<file path="src/bale_pkg.sv">
`timescale 1ns / 1ps
// ----------------------------------------------------------------------------
// bale_pkg: shared types and constants of the bounded array list engine
// Opcodes, status codes, cell commands and default sizes used by the top
// level, the storage cells and the port checker.
// ----------------------------------------------------------------------------
package bale_pkg;

  // Default geometry of the element store.
  localparam int DEPTH_DEFAULT = 64;
  localparam int WIDTH_DEFAULT = 32;

  // Fixed widths of the port fields.
  localparam int OPCODE_W = 3;
  localparam int POS_W    = 6;
  localparam int WORD_W   = 32;
  localparam int FILL_W   = 7;
  localparam int STATUS_W = 2;

  // Operation codes carried by an input word.
  typedef enum logic [OPCODE_W-1:0] {
    OP_PUSH   = 3'd0,
    OP_POP    = 3'd1,
    OP_INSERT = 3'd2,
    OP_DELETE = 3'd3,
    OP_READ   = 3'd4,
    OP_FIND   = 3'd5,
    OP_REMOVE = 3'd6
  } op_t;

  // Result status codes.
  typedef enum logic [STATUS_W-1:0] {
    STATUS_OK    = 2'd0,
    STATUS_RANGE = 2'd1,
    STATUS_FULL  = 2'd2
  } status_t;

  // What every cell of the chain does in one cycle.
  typedef enum logic [2:0] {
    CELL_HOLD,
    CELL_PUSH,
    CELL_INSERT,
    CELL_DELETE,
    CELL_SCAN
  } cell_op_t;

  // Command broadcast from the controller to all cells.
  typedef struct packed {
    cell_op_t op;
    logic     scan_wr;
  } cell_cmd_t;

  // Controller states.
  typedef enum logic {
    ST_IDLE,
    ST_SCAN
  } state_t;

endpackage

</file>
<file path="src/bale_cell.sv">
`timescale 1ns / 1ps
// ----------------------------------------------------------------------------
// bale_cell: one storage cell of the element chain
// Holds one list element. Every cycle it keeps its word, loads the broadcast
// word, or takes the word of its lower or upper neighbor, as decided by the
// broadcast command compared against its own fixed index.
// ----------------------------------------------------------------------------
module bale_cell #(
  parameter int WIDTH = bale_pkg::WIDTH_DEFAULT,
  parameter int CW    = 7,
  parameter int INDEX = 0
) (
  input  logic                clk,
  input  bale_pkg::cell_cmd_t cmd,
  input  logic [CW-1:0]       pos,
  input  logic [CW-1:0]       cnt,
  input  logic [CW-1:0]       wr_idx,
  input  logic [WIDTH-1:0]    wr_data,
  input  logic [WIDTH-1:0]    left_value,
  input  logic [WIDTH-1:0]    right_value,
  output logic [WIDTH-1:0]    value
);

  localparam logic [CW-1:0] IDX    = CW'(INDEX);
  localparam logic [CW-1:0] IDX_UP = CW'(INDEX + 1);

  logic [WIDTH-1:0] value_next;

  // Select the next word of this cell.
  always_comb begin
    value_next = value;
    unique case (cmd.op)
      bale_pkg::CELL_HOLD: begin
        value_next = value;
      end
      bale_pkg::CELL_PUSH: begin
        if (IDX == cnt) begin
          value_next = wr_data;
        end
      end
      bale_pkg::CELL_INSERT: begin
        // The new word lands at the position, everything above moves up.
        if (IDX == pos) begin
          value_next = wr_data;
        end else if ((IDX > pos) && (IDX <= cnt)) begin
          value_next = left_value;
        end
      end
      bale_pkg::CELL_DELETE: begin
        // Everything above the position moves down by one.
        if ((IDX >= pos) && (IDX_UP < cnt)) begin
          value_next = right_value;
        end
      end
      bale_pkg::CELL_SCAN: begin
        // The chain shifts toward cell zero; a kept head word re-enters here.
        if (cmd.scan_wr && (IDX == wr_idx)) begin
          value_next = wr_data;
        end else begin
          value_next = right_value;
        end
      end
      default: begin
        value_next = value;
      end
    endcase
  end

  // Element register; the store is undefined until written.
  always_ff @(posedge clk) begin
    value <= value_next;
  end

endmodule

</file>
<file path="config.mk">
export PLATFORM = sky130hd
export DESIGN_NAME = bale_cell
export DESIGN_NICKNAME = d
export VERILOG_FILES = /design/src/bale_pkg.sv /design/src/bale_cell.sv
export SDC_FILE = /design/constraint.sdc
export NUM_CORES = 1
export LEC_CHECK = 0
export BUFFER_PORTS_ARGS = -buffer_cell sky130_fd_sc_hd__buf_2
export CAP_MARGIN = 20
export CORE_ASPECT_RATIO = 1.2
export CORE_MARGIN = 2
export CORE_UTILIZATION = 40
export DETAILED_ROUTE_END_ITERATION = 10
export PLACE_DENSITY = 0.85
export SKIP_CTS_REPAIR_TIMING = 1
export SLEW_MARGIN = 30
export SYNTH_ARGS = -nofsm -noshare
export SYNTH_HDL_FRONTEND = slang
export SYNTH_SLANG_ARGS = --single-unit
</file>
<file path="constraint.sdc">
create_clock -name clk -period 4.6 [get_ports clk]
set_input_delay 0.92 -clock clk [delete_from_list [all_inputs] [get_ports clk]]
set_output_delay 0.92 -clock clk [all_outputs]
set_load 0.05 [all_outputs]
</file>
==> results by group <==
Outcome
  – Status: complete, no violations

STA
  – Relative slew slack: 44.2%
  – RSZ-0062 raised after global routing: false
  – Final setup viols: 0
  – Min Hold Slack: 0.931 ns
  – Final Hold Viols: 0
  – Pins Over Slew Limit: 0
  – Setup TNS: 0 ns
  – Period utilisation layout: 57.2%
  – Final worst path period need: 2.63 ns
  – Tightest Pin Transition: 0.836 ns
  – Max Clock Freq: 380 MHz

Global routing
  – Total Routing Usage GR: 22.6%
  – Largest net degree at the start of global routing: 35
  – Gr ovfl total: 0
  – Via count of the first global-routing pass: 1826
  – First-pass GRT wire length: 8450 µm
  – Initial antenna violation count: 0

Worst setup path
  – Critical path class: in2reg
  – Arr. time, crit path: 2.77 ns
  – CP Launch Type: primary input
  – Critical Path RT: 4.74 ns
  – CP endpoint kind: register
  – CP Max Fanout: 34

Drt
  – DRT Pass-1 Iters: 4
  – Post-DRT Antenna Nets: 0
  – DR vias: 1855
  – Routed Wire Length: 5600 µm
  – DRC Markers: 0
  – Vias per cell: 5.55
  – Detailed Route Iter0 Violations: 133
  – Wire per inst: 16.8 µm

Floorplanning
  – Die area: 0.00487 mm²
  – Cell row count: 26
  – DIE HEIGHT: 76.1 µm
  – Ports: 154
  – Area of the core: 0.00420 mm²
  – Die W: 64.0 µm
  – Starting Density: 41.2%

Logic synthesis
  – Register bit total from synthesis: 32
  – Mapped Cells: 128
  – Mapped Avg Cell Area: 13.5 µm²
  – Post-synth top area cell: edfxtp_1
  – Syn Nets: 250
  – Asr flop ratio synth: 0%
  – Synth warnings: 0
  – Synthesized cell area: 0.00173 mm²
  – Top-area cell type share of the netlist area: 55.5%
  – Ys flop type: edfxtp_1
  – Synth top cells by count: 33 x a221o_1, 32 x edfxtp_1, 31 x and3_1
  – Count leader, synth: a221o_1
  – Top cells by area, synth: edfxtp_1 56%, a221o_1 19%, and3_1 11%, buf_6 2.0%, nor4_2 1.4%
  – Post-synthesis sequential area ratio: 55.5%
  – Synth cell types: 23
  – EDFF count, synth: 32

Clock network
  – Number of buffers created by CTS: 5
  – Clock transition at path regs: 0.07 ns
  – Clk root buf: clkbuf_8
  – Clock sinks: 32
  – TritonCTS clock tree: built
  – H-tree levels: 2
  – Maximum root-to-sink buffer count: 2

Placed design
  – Routability cong.: 0.911
  – Port Buffers: 153
  – Post-DP HPWL: 4220 µm
  – Cell Area, Placed: 0.00251 mm²

Layout
  – Largest register by flop count: value
  – Share of layout cells above drive strength 1: 60.8%
  – Filler Cell Count: 355
  – Nets: 399
  – Max reg flops: 32
  – Synth-to-layout area growth: 50.0%
  – Top flop regs: value: 32 flops
  – Final Cell Area: 0.00259 mm²
  – ANT cells: 0

Power and ir drop
  – Leakage power: 1.28 nW
  – Pwr dens: 286 mW/mm²
  – Sw Share: 29.4%
  – Power share of the combinational group: 25.6%
  – Total Power: 0.743 mW
  – Switching power: 0.218 mW
  – Clock power frac: 27.5%
  – Sequential fraction of design power: 46.9%
  – P_int: 0.525 mW
  – Worst vdd ir: 0.110 mV

Min path
  – Hold EP: value[18]
  – Min-delay worst type: in2reg
  – Hold Crit Start: right_value[18]
  – WHS Path Cells: 2

Job
  – Max cap viols: 0
==> power by group through the flow <==
stage,clock network [mW],logic (mW),registers (mW)
detailed placement,0,0.190,0.355
finish,0.204,0.190,0.349
CTS,0.209,0.190,0.349
global route,0.218,0.202,0.350
global placement,0,0.186,0.355
floorplan,0,0.0570,0.412
==> metrics by stage <==
stage / setup WS [ns] / instances / utilization, %
after floorplan: 1.70 / 128 / -
after global placement: 1.13 / 326 / 59.6
after detailed placement: 1.38 / 326 / 59.8
after CTS: 1.67 / 334 / 61.8
after global routing: 1.74 / 334 / 61.8
final: 1.97 / 334 / 61.8
==> logic make-up (layout without fill, tap and decap cells) <==
group                  count (synthesis)  count (layout)  share of synthesized area (%)
AO/OA/AOI/OAI                         37              37                           21.3
multiplexers                           1               1                          0.651
flip-flops                            32              32                           55.5
AND/OR/NAND/NOR                       46              46                           18.4
buffers and inverters                 12             162                           4.12
==> cell usage in the layout (no fill, tap or decap), types with 2 or more instances in the layout <==
cell type	Yosys	layout
nor3_1	2	2
buf_2	3	153
clkinv_2	0	2
a221o_1	33	33
edfxtp_1	32	32
and3_1	31	31
nor4_2	2	2
nand2b_1	2	2
clkbuf_8	0	5
==> layout make-up <==
cell class / count / area (µm²) / share of cell area, %
repair buffers: 154 / 773 / 29.8
flip-flops and latches: 32 / 961 / 37.0
well taps: 56 / 70.1 / 2.70
multi-input cells: 84 / 708 / 27.3
clock buffers: 5 / 68.8 / 2.65
clock inverters: 3 / 13.8 / 0.530
==> worst max-delay path: stages <==
cell and delay, ns:
buf_2 0.10, nor4_2 0.33, nand2_2 0.39, o22ai_4 0.75
a221o_1 0.28
==> layer usage <==
metal	share of wire [%]	global-route usage [%]	up-vias	routed length (µm)
met5	0	0	-	0
met4	2.9	11.7	0	160
met3	11	5.61	16	643
met2	52	39.5	132	2900
met1	34	24.9	853	1900
li1	-	-	854	-
==> worst max-delay path by stage <==
stage / end / startpoint / slack [ns]
after floorplan: value[0] / pos[3] / 1.70
after global placement: value[8] / pos[3] / 1.13
after detailed placement: value[16] / pos[3] / 1.38
after CTS: value[16] / pos[3] / 1.67
after global routing: value[8] / pos[3] / 1.74
final: value[31] / pos[3] / 1.97
Power figures use the tool's default switching activity.
